$ cat src/rtl/core/sbb_pkg.sv
`default_nettype none

package sbb_pkg;

   // Frame geometry limits
   localparam int MAX_WIDTH  = 256;
   localparam int MAX_HEIGHT = 256;
   localparam int MIN_DIM    = 4;

   localparam int CFG_W     = 9;
   localparam int DIM_W_W   = $clog2(MAX_WIDTH + 1);
   localparam int DIM_H_W   = $clog2(MAX_HEIGHT + 1);
   localparam int X_W       = $clog2(MAX_WIDTH);
   localparam int Y_W       = $clog2(MAX_HEIGHT);
   localparam int DEPTH     = MAX_WIDTH * MAX_HEIGHT;
   localparam int ADDR_W    = $clog2(DEPTH);
   localparam int CNT_W     = $clog2(DEPTH + 1);
   localparam int DIV_CNT_W = $clog2(CNT_W);

   // Pixel and filter arithmetic
   localparam int CH_W    = 8;
   localparam int PIX_W   = 3 * CH_W;
   localparam int TAPS    = 5;
   localparam int TAP_W   = 3;
   localparam int CENTRE  = 2;
   localparam int SUM_W   = 12;
   localparam int SHIFT   = 4;
   localparam int ROUND   = 8;

   // Configuration port
   localparam int PADDR_W   = 3;
   localparam int PDATA_W   = 32;
   localparam logic [CFG_W-1:0] CFG_RESET = 9'd256;
   localparam logic REG_WIDTH  = 1'b0;
   localparam logic REG_HEIGHT = 1'b1;

   // Request kinds
   localparam logic KIND_LOAD  = 1'b0;
   localparam logic KIND_FETCH = 1'b1;

   typedef enum logic [2:0] {
      ST_IDLE,
      ST_DIV,
      ST_INIT,
      ST_ROW,
      ST_READ,
      ST_DRAIN,
      ST_DONE
   } sbb_state_type;

   typedef struct packed {
      logic [DIM_W_W-1:0] width;
      logic [DIM_H_W-1:0] height;
      logic [CNT_W-1:0]   total;
   } sbb_geom_type;

   typedef struct packed {
      logic             valid;
      logic [TAP_W-1:0] tap;
      logic [TAP_W-1:0] row;
   } sbb_tag_type;

   function automatic logic [DIM_W_W-1:0] clamp_width(input logic [CFG_W-1:0] v);
      logic [DIM_W_W-1:0] r;
      if (v < CFG_W'(MIN_DIM)) begin
         r = DIM_W_W'(MIN_DIM);
      end else if (32'(v) > MAX_WIDTH) begin
         r = DIM_W_W'(MAX_WIDTH);
      end else begin
         r = DIM_W_W'(v);
      end
      return r;
   endfunction

   function automatic logic [DIM_H_W-1:0] clamp_height(input logic [CFG_W-1:0] v);
      logic [DIM_H_W-1:0] r;
      if (v < CFG_W'(MIN_DIM)) begin
         r = DIM_H_W'(MIN_DIM);
      end else if (32'(v) > MAX_HEIGHT) begin
         r = DIM_H_W'(MAX_HEIGHT);
      end else begin
         r = DIM_H_W'(v);
      end
      return r;
   endfunction

   // Binomial weights 1 4 6 4 1
   function automatic logic [2:0] kernel(input logic [TAP_W-1:0] i);
      logic [2:0] k;
      case (i)
         3'd0, 3'd4: k = 3'd1;
         3'd1, 3'd3: k = 3'd4;
         3'd2:       k = 3'd6;
         default:    k = 3'd0;
      endcase
      return k;
   endfunction

endpackage

`default_nettype wire

$ cat src/rtl/core/sbb_acc.sv
`default_nettype none

module sbb_acc import sbb_pkg::*; (
   input  wire logic             clock,
   input  wire sbb_tag_type      tag,
   input  wire logic [PIX_W-1:0] rd_data,
   output logic      [PIX_W-1:0] result
);

   for (genvar c = 0; c < 3; c++) begin : g_chan
      logic [SUM_W-1:0] hsum_ff, hsum_in;
      logic [SUM_W-1:0] vsum_ff, vsum_in;
      logic [CH_W-1:0]  pix;
      logic [SUM_W-1:0] hterm;
      logic [SUM_W-1:0] hfull;
      logic [CH_W-1:0]  hval;
      logic [SUM_W-1:0] vterm;
      logic [SUM_W-1:0] vround;

      // Channel bits: red on top, blue at the bottom
      assign pix   = rd_data[(2 - c) * CH_W +: CH_W];
      assign hterm = SUM_W'(pix) * SUM_W'(kernel(tag.tap));
      assign hfull = hsum_ff + hterm + SUM_W'(ROUND);
      assign hval  = hfull[SUM_W-1:SHIFT];
      assign vterm = SUM_W'(hval) * SUM_W'(kernel(tag.row));

      // Accumulate the row sum, fold a finished row into the column sum
      always_comb begin
         hsum_in = hsum_ff;
         vsum_in = vsum_ff;
         if (tag.valid) begin
            hsum_in = (tag.tap == '0) ? hterm : hsum_ff + hterm;
            if (tag.tap == TAP_W'(TAPS - 1)) begin
               vsum_in = (tag.row == '0) ? vterm : vsum_ff + vterm;
            end
         end
      end

      always_ff @(posedge clock) begin
         hsum_ff <= hsum_in;
         vsum_ff <= vsum_in;
      end

      assign vround = vsum_ff + SUM_W'(ROUND);
      assign result[(2 - c) * CH_W +: CH_W] = vround[SUM_W-1:SHIFT];
   end

endmodule

`default_nettype wire

$ cat config.mk
export PLATFORM = sky130hd
export DESIGN_NAME = sbb_acc
export DESIGN_NICKNAME = d
export VERILOG_FILES = /design/src/rtl/core/sbb_pkg.sv /design/src/rtl/core/sbb_acc.sv
export SDC_FILE = /design/constraint.sdc
export NUM_CORES = 1
export LEC_CHECK = 0
export ABC_CLOCK_PERIOD_IN_PS = 10070
export BUFFER_PORTS_ARGS = -buffer_cell sky130_fd_sc_hd__buf_2
export CELL_PAD_IN_SITES_DETAIL_PLACEMENT = 1
export CELL_PAD_IN_SITES_GLOBAL_PLACEMENT = 2
export CORE_MARGIN = 3
export CORE_UTILIZATION = 40
export CTS_CLUSTER_DIAMETER = 60
export DETAILED_ROUTE_END_ITERATION = 10
export PLACE_DENSITY_LB_ADDON = 0.1
export SLEW_MARGIN = 15
export SYNTH_ARGS = -nofsm -noshare
export SYNTH_HDL_FRONTEND = slang
export SYNTH_SLANG_ARGS = --single-unit
$ cat constraint.sdc
create_clock -name clock -period 10.07 [get_ports clock]
set_clock_uncertainty 0.05 [all_clocks]
set_input_delay 1.007 -clock clock [delete_from_list [all_inputs] [get_ports clock]]
set_output_delay 1.007 -clock clock [all_outputs]
set_load 0.02 [all_outputs]
### Word-level counts from Yosys, hierarchy flattened

Cells that the tools add are included.

* $add $sub $neg: 12
* $mul: 6
* equality and inequality tests: 8
* mux-type cells: 8
* reduce and logical (&&, ||, !) cells: 7

Operator list (count)
* adder 12 x 11 -> 12 bit: 6
* adder 12 x 4 -> 12 bit, second input constant: 6
* multiplier 8 x 3 -> 11 bit: 6
* 2-to-1 mux 11 bit: 6
* case mux 3 bit (3 select lines): 2
* equality test 3 x 2 -> 1 bit, second input constant: 4
* OR reduction 2 bit: 4
* equality test 3 x 1 -> 1 bit, second input constant: 2
* equality test 3 bit, second input constant: 2
* logical NOT 3 bit: 2
* AND reduction 2 bit: 1

* flip-flop bits (word level): 72
* output and inout port bits: 24
* word-level logic and storage cells: 53

### Logic depth before layout (Yosys ltp)

* depth in word-level cells: 9
* gate-level depth with buffers: 36
* depth with buffers taken out: 35

### Worst setup path before layout

No wires, ideal clock.

* path kind: input to register
* start point: input tag[3] (netlist bit)
* end point: register g_chan[2].vsum_ff[9] (data pin)
* setup time: 0.260 ns
* arrival time: 7.542 ns
* data required time: 9.760 ns
* path slack: 2.219 ns
* cell stages on the path: 32
* path buffers: 1
* path through: nor3b_1 -> clkbuf_1 -> and2_1 -> fa_1 -> ha_1 -> fa_1 -> a21o_1 -> a21oi_1 -> o21bai_1 -> a21oi_1 -> nor2b_1 -> o21ai_0 -> nand2b_1 -> ha_1 -> and2b_2 -> a21oi_1 -> nand2_1 -> a311oi_4 -> nor4_2 -> xnor2_1 -> or3_1 -> fa_1 -> inv_1 -> ha_1 -> a21oi_1 -> xnor2_1 -> ha_1 -> nand2_1 -> o21ai_0 -> nand2_1 -> xnor2_1 -> mux2_2

* longest elaborated chain between the ends: 9
* elaborated cells on any way between the ends: 14
* classes of those cells: 3 x add/sub; 2 x mul; 4 x eq/ne; 2 x mux; 3 x reduce/logical

RTL lines
* start, declared: RTL line sbb_acc.sv:5 `input wire sbb_tag_type tag,`
* equality test 3 x 1 -> 1 bit, or another cell as far along: RTL line sbb_pkg.sv:90 `case (i)`
* OR reduction 2 bit: RTL line sbb_pkg.sv:90
* case mux 3 bit (3 select lines) (*): RTL line sbb_pkg.sv:90
* multiplier 8 x 3 -> 11 bit (*): RTL line sbb_acc.sv:22 `assign hterm = SUM_W'(pix) * SUM_W'(kernel(tag.tap));`
* adder 12 x 11 -> 12 bit (*): RTL line sbb_acc.sv:23 `assign hfull = hsum_ff + hterm + SUM_W'(ROUND);`
* adder 12 x 4 -> 12 bit (*): RTL line sbb_acc.sv:23
* multiplier 8 x 3 -> 11 bit (*): RTL line sbb_acc.sv:25 `assign vterm = SUM_W'(hval) * SUM_W'(kernel(tag.row));`
* adder 12 x 11 -> 12 bit: RTL line sbb_acc.sv:34 `vsum_in = (tag.row == '0) ? vterm : vsum_ff + vterm;`
* 2-to-1 mux 11 bit (*): RTL line sbb_acc.sv:34
* end signal, assigned: RTL line sbb_acc.sv:41 `vsum_ff <= vsum_in;`
* end, declared: RTL line sbb_acc.sv:12 `logic [SUM_W-1:0] vsum_ff, vsum_in;`

Mark *: on every way between the ends. The rest lies on a longest branch, timed or not.
A chain may end at the register's enable or synchronous reset.

### Worst setup path after layout

* start point: input tag[3] (netlist bit)
* end point: register g_chan[2].vsum_ff[10] (data pin)

The elaborated chain is that of the path after synthesis.

==> impl_metrics.tcl <==
set metrics [dict create \
    rsz0062_at_grt "no" \
    die_w_um 168 \
    cts_max_level 3 \
    synth-xor-area-share 0.108 \
    layout_commonest_cell "nand2_1" \
    place_congestion 0.776 \
    fin_tns_setup_ps 0 \
    overflow 0 \
    yosys.area_share.adder 0.261 \
    yosysWarnings 0 \
    min_period_ps 8490 \
    synthCells 1201 \
    layout_common_cells "182 x nand2_1, 141 x ha_1, 87 x xnor2_1" \
    grt_start_max_net_pins 55 \
    clk_latency_ps 350 \
    dr.first_iter.drc_count 281 \
    start_util 0.411 \
    io_pins 56 \
    routed_wl_mm 23.3 \
    fp.dieH_um 168 \
    critPathArrivalTime_ps 8520 \
    slowest_delay_ps 480 \
    ys_seq_area_frac 0.207 \
    cts_resized 0 \
    clock_path_buffers 2 \
    synthDistinctLibCells 65 \
    required_ps 10100 \
    ir_worst_vdd_mv 0.144 \
    period_share 0.843 \
    dp_slack_ps 1140 \
    syn-cell-area_um2 10400 \
    critPathKind "in2reg" \
    fin_area_um2 11200 \
    fin_util 0.442 \
    vias 8110 \
    cts_sinks 72 \
    drive_gt1_frac 0.104 \
    numPortBuffers 55 \
    hold_viol 0 \
    powerDensity_nw_per_um2 331 \
    total_leakage_power_nw 5.21 \
    maxSlewViolCount 0 \
    finalSetupViolations 0 \
    ant_nets 0 \
    cts_hold_buf 0 \
    wire_per_inst_um 14.9 \
    max-slew-margin-rel 0.318 \
    post_cts_buffers 0 \
    cts_root_buf "clkbuf_16" \
    status "complete, no violations" \
    startpoint_type "input port" \
    critPathBufInv 4 \
    grt_pass1_wl_mm 40.5 \
    synth_mux_area_frac 0.0240 \
    critical_path.top_delay_family "adder cells" \
    hold_class "reg2reg" \
    synth_top_family_by_area "adder cells" \
    worstMarginPinSlew_ps 1020 \
    layout.nets 1449 \
    grtUsageTotal 0.170 \
    crit_fanout 26 \
    syn-num-nets 1422 \
    synth_ff_type "edfxtp_1" \
    clk_pin_slew_ps 70 \
    cp-end-kind "flip-flop" \
    total_power_mw 3.72 \
    synth-compound-area-share 0.152 \
    syn_to_final_growth_pct 7.52 \
    tritoncts "done" \
    dieArea_um2 28100 \
    avgSynthCellArea_um2 8.69 \
    place_area_um2 11000 \
    cts_buffers 9 \
    cp_slowest_cell "fa_1" \
    dr.pass1.iters 4 \
    antennaDiodeCount 0 \
    place_hpwl_mm 18.3 \
    synth_simple_gate_area_frac 0.192 \
    maxCapViolations 0 \
    grt_pass1_vias 8347 \
    fmax_mhz 118 \
    timing.final.ws_setup_ps 1580 \
    antenna_found_initial 0 \
    async_flop_share 0 \
    vias_per_cell 5.19 \
    synth_edf_count 72 \
    core-area_um2 25400 \
    synth-seq-cells 72 \
    route.detailed.drc 0 \
    rows 58 \
]
-- synth_stat cells (all sizes together), types with 11 or more instances --
cell type / instances / area share
edfxtp: 72 / 0.21
o21ai: 54 / 0.026
nor2: 75 / 0.027
inv: 81 / 0.029
and2: 46 / 0.028
nand2: 182 / 0.065
nand3: 17 / 0.0081
nand2b: 11 / 0.0066
xnor2: 88 / 0.076
nor2b: 14 / 0.0084
xor2: 39 / 0.033
buf: 24 / 0.017
clkbuf: 24 / 0.0086
a21oi: 73 / 0.036
o21bai: 18 / 0.013
o21a: 12 / 0.0089
nor3: 29 / 0.015
ha: 141 / 0.17
fa: 48 / 0.092
a21o: 36 / 0.026
mux2: 16 / 0.017
-- worst register-to-register path, delay by kind of cell (launching register included) --
kind / cells / cell delay [ps]
compound gates: 7 / 1510
xor+xnor: 4 / 1020
fa+ha+maj: 6 / 2180
buf+inv: 1 / 40
flops: 1 / 370
mux: 1 / 250
simple gates: 3 / 270
-- layer usage --
metal | up-vias | GRT usage | share of wire
met5 | - | 0 | 0
met4 | 0 | 0.0427 | 0.012
met3 | 15 | 0.0144 | 0.022
met2 | 78 | 0.276 | 0.43
met1 | 3817 | 0.247 | 0.54
li1 | 4200 | - | -
-- area by class of cell --
type                    instances  area, µm²
repair buffers                 64        343
fillers                      3037      14200
clock inverters                 5       48.8
inverters                      81        304
flip-flops and latches         72       2160
clock buffers                  10        229
multi-input cells            1000       7730
well taps                     330        413
-- cells by family after synthesis --
kind of cell               Yosys count
AOI/OAI and AO/OA                  240
xor gates and xnor gates           127
adders and majority gates          189
buffers and inverters              129
DFF                                 72
muxes                               23
and+or+nand+nor                    421
-- worst paths after layout --
kind,from,endpoint,slack [ps],depth (start not counted)
max,tag[3],g_chan[2].vsum_ff[10],1580,35
min,g_chan[0].hsum_ff[0],g_chan[0].hsum_ff[0],600,3
max reg2reg,g_chan[0].hsum_ff[0],g_chan[0].vsum_ff[9],4140,22
min reg2reg,g_chan[0].hsum_ff[0],g_chan[0].hsum_ff[0],600,3
-- state kept, by name, indices dropped and copies added (netlist names) --
signal and flops:
g_chan.vsum_ff 36, g_chan.hsum_ff 36
-- through the flow --
step,std cells,hold WS (ps)
3_3_place_gp,1547,577
4_1_cts,1562,606
5_1_grt,1562,634
6_report,1562,600
3_5_place_dp,1547,592
2_1_floorplan,1201,564
-- where the power goes --
group          internal [mW]  switching [mW]
logic                   1.21            1.60
registers              0.526          0.0478
clock network          0.189           0.145
total                   1.92            1.80
No activity file was read; power rests on OpenSTA's default activity.
