[config.mk]
export PLATFORM = sky130hd
export DESIGN_NAME = sbb_csr
export DESIGN_NICKNAME = d
export VERILOG_FILES = /design/src/rtl/core/sbb_pkg.sv /design/src/rtl/core/sbb_csr.sv
export SDC_FILE = /design/constraint.sdc
export NUM_CORES = 1
export LEC_CHECK = 0
export BUFFER_PORTS_ARGS = -buffer_cell sky130_fd_sc_hd__buf_2
export CAP_MARGIN = 20
export CORE_ASPECT_RATIO = 1.75
export CORE_MARGIN = 2
export CORE_UTILIZATION = 58
export DETAILED_ROUTE_END_ITERATION = 16
export GPL_TIMING_DRIVEN = 0
export PLACE_DENSITY_LB_ADDON = 0.1
export SETUP_SLACK_MARGIN = 0.4
export SKIP_LAST_GASP = 1
export SYNTH_ARGS = -nofsm -noshare
export SYNTH_HDL_FRONTEND = slang
export SYNTH_SLANG_ARGS = --single-unit
[constraint.sdc]
create_clock -name clock -period 11.1 [get_ports clock]
set_clock_uncertainty 0.05 [all_clocks]
set_input_delay 0.555 -clock clock [delete_from_list [all_inputs] [get_ports clock]]
set_output_delay 0.555 -clock clock [all_outputs]
set_load 0.03 [all_outputs]
[src/rtl/core/sbb_pkg.sv]
`default_nettype none

package sbb_pkg;

   // Frame geometry limits
   localparam int MAX_WIDTH  = 256;
   localparam int MAX_HEIGHT = 256;
   localparam int MIN_DIM    = 4;

   localparam int CFG_W     = 9;
   localparam int DIM_W_W   = $clog2(MAX_WIDTH + 1);
   localparam int DIM_H_W   = $clog2(MAX_HEIGHT + 1);
   localparam int X_W       = $clog2(MAX_WIDTH);
   localparam int Y_W       = $clog2(MAX_HEIGHT);
   localparam int DEPTH     = MAX_WIDTH * MAX_HEIGHT;
   localparam int ADDR_W    = $clog2(DEPTH);
   localparam int CNT_W     = $clog2(DEPTH + 1);
   localparam int DIV_CNT_W = $clog2(CNT_W);

   // Pixel and filter arithmetic
   localparam int CH_W    = 8;
   localparam int PIX_W   = 3 * CH_W;
   localparam int TAPS    = 5;
   localparam int TAP_W   = 3;
   localparam int CENTRE  = 2;
   localparam int SUM_W   = 12;
   localparam int SHIFT   = 4;
   localparam int ROUND   = 8;

   // Configuration port
   localparam int PADDR_W   = 3;
   localparam int PDATA_W   = 32;
   localparam logic [CFG_W-1:0] CFG_RESET = 9'd256;
   localparam logic REG_WIDTH  = 1'b0;
   localparam logic REG_HEIGHT = 1'b1;

   // Request kinds
   localparam logic KIND_LOAD  = 1'b0;
   localparam logic KIND_FETCH = 1'b1;

   typedef enum logic [2:0] {
      ST_IDLE,
      ST_DIV,
      ST_INIT,
      ST_ROW,
      ST_READ,
      ST_DRAIN,
      ST_DONE
   } sbb_state_type;

   typedef struct packed {
      logic [DIM_W_W-1:0] width;
      logic [DIM_H_W-1:0] height;
      logic [CNT_W-1:0]   total;
   } sbb_geom_type;

   typedef struct packed {
      logic             valid;
      logic [TAP_W-1:0] tap;
      logic [TAP_W-1:0] row;
   } sbb_tag_type;

   function automatic logic [DIM_W_W-1:0] clamp_width(input logic [CFG_W-1:0] v);
      logic [DIM_W_W-1:0] r;
      if (v < CFG_W'(MIN_DIM)) begin
         r = DIM_W_W'(MIN_DIM);
      end else if (32'(v) > MAX_WIDTH) begin
         r = DIM_W_W'(MAX_WIDTH);
      end else begin
         r = DIM_W_W'(v);
      end
      return r;
   endfunction

   function automatic logic [DIM_H_W-1:0] clamp_height(input logic [CFG_W-1:0] v);
      logic [DIM_H_W-1:0] r;
      if (v < CFG_W'(MIN_DIM)) begin
         r = DIM_H_W'(MIN_DIM);
      end else if (32'(v) > MAX_HEIGHT) begin
         r = DIM_H_W'(MAX_HEIGHT);
      end else begin
         r = DIM_H_W'(v);
      end
      return r;
   endfunction

   // Binomial weights 1 4 6 4 1
   function automatic logic [2:0] kernel(input logic [TAP_W-1:0] i);
      logic [2:0] k;
      case (i)
         3'd0, 3'd4: k = 3'd1;
         3'd1, 3'd3: k = 3'd4;
         3'd2:       k = 3'd6;
         default:    k = 3'd0;
      endcase
      return k;
   endfunction

endpackage

`default_nettype wire

[src/rtl/core/sbb_csr.sv]
`default_nettype none

module sbb_csr import sbb_pkg::*; (
   input  wire logic               clock,
   input  wire logic               reset,
   input  wire logic               psel,
   input  wire logic               penable,
   input  wire logic               pwrite,
   input  wire logic [PADDR_W-1:0] paddr,
   input  wire logic [PDATA_W-1:0] pwdata,
   output logic      [PDATA_W-1:0] prdata,
   output logic                    pready,
   output sbb_geom_type            geom
);

   logic [CFG_W-1:0] width_ff, width_in;
   logic [CFG_W-1:0] height_ff, height_in;
   logic             wr_en;

   assign pready = 1'b1;
   assign wr_en  = psel && penable && pwrite;

   // Decode register writes
   always_comb begin
      width_in  = width_ff;
      height_in = height_ff;
      if (wr_en) begin
         case (paddr[2])
            REG_WIDTH:  width_in  = pwdata[CFG_W-1:0];
            REG_HEIGHT: height_in = pwdata[CFG_W-1:0];
            default: ;
         endcase
      end
   end

   always_ff @(posedge clock) begin
      if (reset) begin
         width_ff  <= CFG_RESET;
         height_ff <= CFG_RESET;
      end else begin
         width_ff  <= width_in;
         height_ff <= height_in;
      end
   end

   // Read back
   always_comb begin
      case (paddr[2])
         REG_WIDTH:  prdata = PDATA_W'(width_ff);
         REG_HEIGHT: prdata = PDATA_W'(height_ff);
         default:    prdata = '0;
      endcase
   end

   // Geometry in use
   always_comb begin
      geom.width  = clamp_width(width_ff);
      geom.height = clamp_height(height_ff);
      geom.total  = CNT_W'(geom.width) * CNT_W'(geom.height);
   end

endmodule

`default_nettype wire

======== Yosys cells after proc, flatten, opt, wreduce, memory -nomap -nowiden ========
Cells that the tools add are included.
Widths: inputs -> output; s select.
cells by class
  multiply operators ...................... 1
  magnitude comparators ................... 4
  mux-type cells .......................... 5
  bitwise gates (word level) .............. 1
  reduce and logical (&&, ||, !) cells .... 4
operators with widths
  kind                number
  $pmux 32 s2         1
  $mux 9              4
  $gt 9x9->1 const B  2
  $lt 9x3->1 const B  2
  $mul 9x9->17        1
  $reduce_and 2->1    2
  $logic_and 1x1->1   2
  $not 1->1           1
storage, ports and cells
  register bits ........................... 18
  output and inout port bits .............. 68
  input bits .............................. 40
  logic and storage cells ................. 17

======== Longest topological paths before layout ========
Gate-level depths: netlist of run 1.
  depth in word-level cells ............... 4
  gate-level depth with buffers ........... 21
  gate-level depth less buffers ........... 21

======== Least setup slack after synthesis of run 1 ========
Ideal clock, no wire load.
  path type ............................... reg-to-output
  start point ............................. register height_ff[7]
  end point ............................... output geom[15] in the netlist's numbering
  arrival ................................. 5.087 ns
  path slack .............................. 5.408 ns
  path buffers ............................ 0
  stages on the path, launching flop included .. 19
  cell sequence ........................... dfxtp_1 -> or4_1 -> nor3_2 -> nor2_2 -> nor2_8 -> nand2_1 -> fa_1 -> inv_1 -> fa_1 -> inv_1 -> fa_1 -> fa_1 -> inv_1 -> ha_1 -> a21oi_1 -> o32ai_2 -> o41ai_2 -> o31ai_1 -> xor2_1
RTL lines
  element                 RTL line       RTL
  start, declared         sbb_csr.sv:17  logic [CFG_W-1:0] height_ff, height_in;
  start signal, assigned  sbb_csr.sv:42  height_ff <= height_in;
  end, declared           sbb_csr.sv:13  output sbb_geom_type geom

==> metrics.cfg, run 1 <==
[route]
drt_iter0_markers = 76
drc_errors = 0
drt_pass1_iterations = 4
drt_wl_total_um = 8689
vias = 3288
wl_per_cell_um = 13.35
drt-met1-wl_um = 3150
wl_met3_um = 194
top_layer = met4
viasPerCell = 5.051
ant_nets = 0
wl_met2_um = 5118

[worst_setup_path]
cp.arrival_ns = 5.63
worst_r2r_startpoint = height_ff[8]$_SDFFE_PP1P_
start_kind = flip-flop
crit_fanout = 8
worst-setup-path-type = flip-flop to output port
r2r_end = height_ff[8]$_SDFFE_PP1P_
end_kind = output port
required_ns = 10.50
r2r_slack_ns = 9.77
r2r_cells = 4

[placed_design]
place_congestion = 0.9674
placed_area_um2 = 4203
hpwl_um = 7591
place_inst = 647
portBuffers = 57

[yosys]
ys_top_cells_by_area = fa_1 26%, ha_1 12%, dfxtp_1 9.6%
yosys.cell_count.top_type = inv_1
synth_area_leader_cell = fa_1
synth_edf_count = 0
netlist_top_cells_count = 92 x inv_1, 75 x nand2_1, 51 x nor2_1, 49 x fa_1, 36 x ha_1
ys_types = 48
syn-cell-area_um2 = 3735
syn_area_per_cell_um2 = 7.653
synth_top_area_share = 0.2626
ys.flop_type = dfxtp_1
syn-instance-count = 488
yosys_warnings = 0
yosys_register_bits = 18
synthArstFlopShare = 0
ys_seq_area_frac = 0.09648

[min_path]
hold_class = flip-flop to flip-flop
holdPathEnd = height_ff[0]$_SDFFE_PP0P_
hold_start = height_ff[0]$_SDFFE_PP0P_
min_path_cells = 2

[global_routing]
antenna_found_initial = 0
grt_max_degree = 11
gr-total-overflow = 0
grtUsageTotal = 0.2565
grt_pass1_wl_um = 14280
grt_pass1_vias = 3194

[status]
outcome = complete, no violations

[finish]
drive_gt1_frac = 0.1926
nNetsFinal = 697
final_util = 0.6836
layoutNonFillerInstCount = 651
finalInstanceArea_um2 = 4258
insertedDiodeCount = 0
area_delta_synth_final_pct = 14.00

[floorplanning]
io_pins = 108
rows = 38
dieArea_um2 = 7123
core_region_area_um2 = 6228
start_util = 0.5996
die_y_um = 110.2
die-width_um = 64.66

[cts]
post_cts_buffers = 0
clk-insertion-delay-late_ns = 0.24
root_buffer = clkbuf_8
cts_max_level = 1
numCtsBuffers = 3
clock_path_buffers = 2
cts_tree = done
cts.repair.resized = 0
holdBufCountCts = 0
cts.clk_slew.worst_paths_ns = 0.07
clock_sinks = 18

[timing]
slew_headroom = 0.5684
report.final.hold_viol_count = 0
worstMarginPinSlew_ns = 0.6451
rsz0062_at_grt = no
fin_tns_setup_ns = 0
slew_violations = 0
min_period_ns = 6.234
finalSetupViolCount = 0
fin_crit_sh = 0.5616
max_freq_ghz = 0.1604

[run]
max_cap_viol_count = 0

[power]
leakagePower_uw = 0.002408
power_density_nw_per_um2 = 39.47
ir_drop_v = 0.0001166
finalPower_uw = 168.1

flip-flops by register name (all words and copies together), names as in the netlist:
name       cells
height_ff      9
width_ff       9
power breakdown:
group	switching, µW	internal (µW)
sequential	1.77	66.1
clock	21.2	31.5
combinational	31.5	16.1
total	54.4	114
cells by family (layout without fill, tap and decap cells):
kind of cell | count (synthesis) | after routing | share of synthesized area
buf+inv | 136 | 197 | 0.1611
fa+ha+maj | 85 | 85 | 0.3832
other cells | 2 | 24 | 0.002011
mux | 9 | 9 | 0.02714
compound gates | 47 | 47 | 0.08309
xor+xnor | 12 | 12 | 0.02814
simple gates | 179 | 179 | 0.2188
flops | 18 | 18 | 0.09648
cells in the final DEF (no fill, tap or decap), types with 2 or more instances in the layout:
cell type / n
a21o_1: 3
nand3_1: 6
nor3_1: 7
buf_4: 24
xor2_1: 2
and3_1: 3
xnor2_1: 10
conb_1: 24
o21ai_0: 2
inv_1: 92
ha_1: 36
o21a_1: 2
buf_2: 58
clkbuf_8: 4
a211oi_1: 3
inv_2: 6
and2_1: 9
nand4_1: 2
nand2_1: 75
a21oi_1: 24
dfxtp_1: 18
clkbuf_1: 12
nand2_2: 3
o2111ai_1: 2
fa_1: 49
mux2_2: 9
nand2b_1: 10
nor2b_1: 3
nand3b_1: 3
nor2_1: 51
worst max-delay path, stage by stage (launching register included):
cell	delay (ns)
dfxtp_1	0.34
or4_1	0.54
nor3_2	0.24
nor2_2	0.13
nor2_8	0.15
nand2_1	0.09
fa_1	0.54
inv_1	0.05
fa_1	0.50
inv_1	0.05
fa_1	0.46
fa_1	0.54
inv_1	0.04
ha_1	0.36
a21oi_1	0.27
o32ai_2	0.15
o41ai_2	0.36
o31ai_1	0.17
xor2_1	0.15
buf_2	0.21
cell type report:
class                      count  area, µm²
sequential                    18      360.3
tap                           80      100.1
inverter                      98      367.9
fill                         599       1971
buffer                        38      234.0
clock buffer                   4      55.05
timing repair buffer          57      285.3
multi-input combinational    356       2855
worst max-delay path by stage:
| stage | startpoint | to | slack (ns) | cells after the start |
|---|---|---|---|---|
| floorplan | height_ff[7]$_SDFFE_PP0P_ | geom[15] | 5.41 | 18 |
| global placement | height_ff[7]$_SDFFE_PP0P_ | geom[15] | 5.23 | 19 |
| detailed placement | height_ff[7]$_SDFFE_PP0P_ | geom[15] | 5.14 | 19 |
| CTS | height_ff[7]$_SDFFE_PP0P_ | geom[15] | 4.86 | 19 |
| global route | height_ff[7]$_SDFFE_PP0P_ | geom[15] | 4.61 | 19 |
| finish | height_ff[7]$_SDFFE_PP0P_ | geom[15] | 4.87 | 19 |
layer usage:
layer / vias up / track usage
met5: - / 0
met4: 0 / 0.08967
met1: 1580 / 0.2525
met3: 14 / 0.008122
li1: 1623 / -
met2: 71 / 0.5491
metrics by stage:
step	hold slack [ns]	worst slack, ns
floorplan	0.4038	5.408
global placement	0.4187	5.227
detailed placement	0.4364	5.137
CTS	0.4465	4.858
global route	0.4668	4.606
finish	0.4394	4.866
(Power assumes the default switching activity.)
==> inputs of run 2 (changes only) <==
--- a/config.mk
+++ b/config.mk
@@ -9,7 +9,7 @@
 export CAP_MARGIN = 20
 export CORE_ASPECT_RATIO = 1.75
 export CORE_MARGIN = 2
-export CORE_UTILIZATION = 58
+export CORE_UTILIZATION = 54
 export DETAILED_ROUTE_END_ITERATION = 16
 export GPL_TIMING_DRIVEN = 0
 export PLACE_DENSITY_LB_ADDON = 0.1
==> constraint.sdc (replaced) <==
create_clock -name clock -period 5.8 [get_ports clock]
set_clock_uncertainty 0.05 [all_clocks]
set_input_delay 0.29 -clock clock [delete_from_list [all_inputs] [get_ports clock]]
set_output_delay 0.29 -clock clock [all_outputs]
set_load 0.03 [all_outputs]
==> run 2 against run 1 <==
Critical path depth up 3. Worst hold slack worse by 0.22 ns. Via count is 2.8% higher. Design area up 12%. Clock power grew to 2.9 times the previous value. Clock-buffer cell count is the same. Worst setup slack worse by 4.6 ns. Die area grew 7.0%. Global-route usage grew 0.50 points. Highest routed layer unchanged.
==> metrics.cfg, run 2 (synthesized netlist as in run 1, its figures left out) <==
[status]
outcome = complete, no violations

[power]
finalPower_uw = 387.2  ; +130%
leakagePower_uw = 0.002595  ; +7.8%
ir_drop_v = 0.0002016  ; +73%
power_density_nw_per_um2 = 81.08  ; +110%

[worst_setup_path]
cp.arrival_ns = 5.23  ; -0.40 ns
crit_fanout = 7  ; -1
critPathTopFamily = adder cells
worst-setup-path-type = flip-flop to output port
required_ns = 5.46  ; -5.04 ns
cp_slowest_stage_delay_ns = 0.54  ; about the same
start_kind = flip-flop
crit_slowest_cell = or4_4
cp_num_buf_inv = 7  ; +3
end_kind = output port
crit_path_frequent_cell = fa_1
r2r_slack_ns = 4.60  ; -5.17 ns
cp_cell_sequence = or4_4 -> nor3_4 -> nor2_2 -> nand2_2 -> inv_2 -> nand2_1 -> fa_1 -> inv_1 -> fa_1 -> fa_1 -> inv_1 -> fa_1 -> inv_2 -> ha_4 -> buf_4 -> o21a_1 -> o31a_1 -> buf_4 -> o21a_1 -> nor2_1 -> xnor2_1 -> buf_4

[cts]
cts_max_level = 1  ; unchanged
cts_tree = done
clock_path_buffers = 2  ; unchanged
holdBufCountCts = 0  ; unchanged
clk-insertion-delay-late_ns = 0.25  ; about the same
cts.clk_slew.worst_paths_ns = 0.05  ; -0.02 ns
numCtsBuffers = 3  ; unchanged
root_buffer = clkbuf_16
clock_sinks = 18  ; unchanged

[timing]
slew_violations = 0  ; unchanged
fin_tns_setup_ns = 0  ; unchanged
rsz0062_at_grt = yes
worstMarginPinSlew_ns = 0.6821  ; +0.03708 ns
max_freq_ghz = 0.1795
fin_crit_sh = 0.9604
finalSetupViolCount = 0  ; unchanged
timing.hold.ws_ns = 0.2202  ; -0.2192 ns
min_period_ns = 5.570
slew_headroom = 0.5436  ; -0.02481
report.final.hold_viol_count = 0  ; unchanged
timing.final.ws_setup_ns = 0.2296  ; -4.637 ns

[finish]
insertedDiodeCount = 0  ; unchanged
finalInstanceArea_um2 = 4776  ; +12%
mostFrequentLayoutCells = 88 x inv_1, 68 x nand2_1, 51 x buf_2
area_delta_synth_final_pct = 27.87
largestRegisters = height_ff: 9 flops, width_ff: 9 flops
nNetsFinal = 720  ; +3.3%
final_common_cell = inv_1
drive_gt1_frac = 0.3047  ; +0.1121

[route]
drt_wl_total_um = 9892  ; +14%
drt_pass1_iterations = 4  ; unchanged
wl_per_cell_um = 14.59  ; +9.3%
viasPerCell = 4.987  ; -1.3%
vias = 3381  ; +2.8%
ant_nets = 0  ; unchanged
drt_iter0_markers = 115  ; +51%
drc_errors = 0  ; unchanged

[floorplanning]
die_y_um = 114.0  ; +3.5%
io_pins = 108  ; unchanged
rows = 40  ; +5.3%
core_region_area_um2 = 6807  ; +9.3%
die-width_um = 66.87  ; +3.4%
start_util = 0.5487  ; -0.05093
dieArea_um2 = 7624  ; +7.0%

[global_routing]
grtUsageTotal = 0.2614  ; +0.004963
grt_pass1_vias = 3337  ; +4.5%
grt_pass1_wl_um = 15140  ; +6.0%
antenna_found_initial = 0  ; unchanged
grt_max_degree = 11  ; unchanged
gr-total-overflow = 0  ; unchanged

[placed_design]
pre_cts_ws_ns = 0.1419  ; -4.995 ns
portBuffers = 57  ; unchanged
place_congestion = 0.9440  ; -2.4%
placed_area_um2 = 4215  ; +0.30%
hpwl_um = 7872  ; +3.7%

[run]
max_cap_viol_count = 0  ; unchanged

[min_path]
hold_class = input pin to flip-flop

## run 2: timing repair
item / in CTS / in global routing
setup endpoints to repair: 8 / 9
hold endpoints to repair: 0 / 0
gates resized for setup: 46 / 33
pin swaps: 26 / 24
buffers inserted: 14 / 9
## run 2: final cells by class
| class | instances | area, µm² |
|---|---|---|
| buffer | 38 | 237.7 |
| inverter | 98 | 375.4 |
| timing repair buffer | 80 | 490.5 |
| multi-input combinational | 356 | 3108 |
| clock buffer | 4 | 88.84 |
| fill | 583 | 2031 |
| tap | 84 | 105.1 |
| sequential | 18 | 370.4 |
## run 2: worst paths after layout
path	to	depth (start not counted)	start
worst min-delay path	width_ff[8]$_SDFFE_PP1P_	3	pwdata[8]
worst min register to register	height_ff[0]$_SDFFE_PP0P_	2	height_ff[0]$_SDFFE_PP0P_
worst max register to register	width_ff[8]$_SDFFE_PP1P_	3	width_ff[8]$_SDFFE_PP1P_
worst max-delay path	geom[10]	22	height_ff[2]$_SDFFE_PP0P_
## run 2: worst reg2reg max path, delay by kind of cell (launching register included)
family	cells	cell delay [ns]
buffers and inverters	1	0.41
AND/OR/NAND/NOR	2	0.18
flip-flops	1	0.50
## run 2: layer usage
layer / wire [µm] / global-route usage / up-vias
li1: - / - / 1667
met1: 3413 / 0.2479 / 1627
met2: 6054 / 0.5540 / 74
met3: 238 / 0.01085 / 13
met4: 186 / 0.08707 / 0
met5: 0 / 0 / -
## run 2: power by group
part / leakage (µW) / internal, µW / switching (µW)
sequential: 0.000148 / 126 / 3.83
clock: 0.0000442 / 105 / 49.5
combinational: 0.00240 / 37.8 / 65.1
## run 2: through the flow
stage / cells / utilization
after floorplan: 510 / -
after global routing: 678 / 0.7017
after detailed placement: 651 / 0.6193
after CTS: 669 / 0.6779
after global placement: 651 / 0.6193
final: 678 / 0.7017
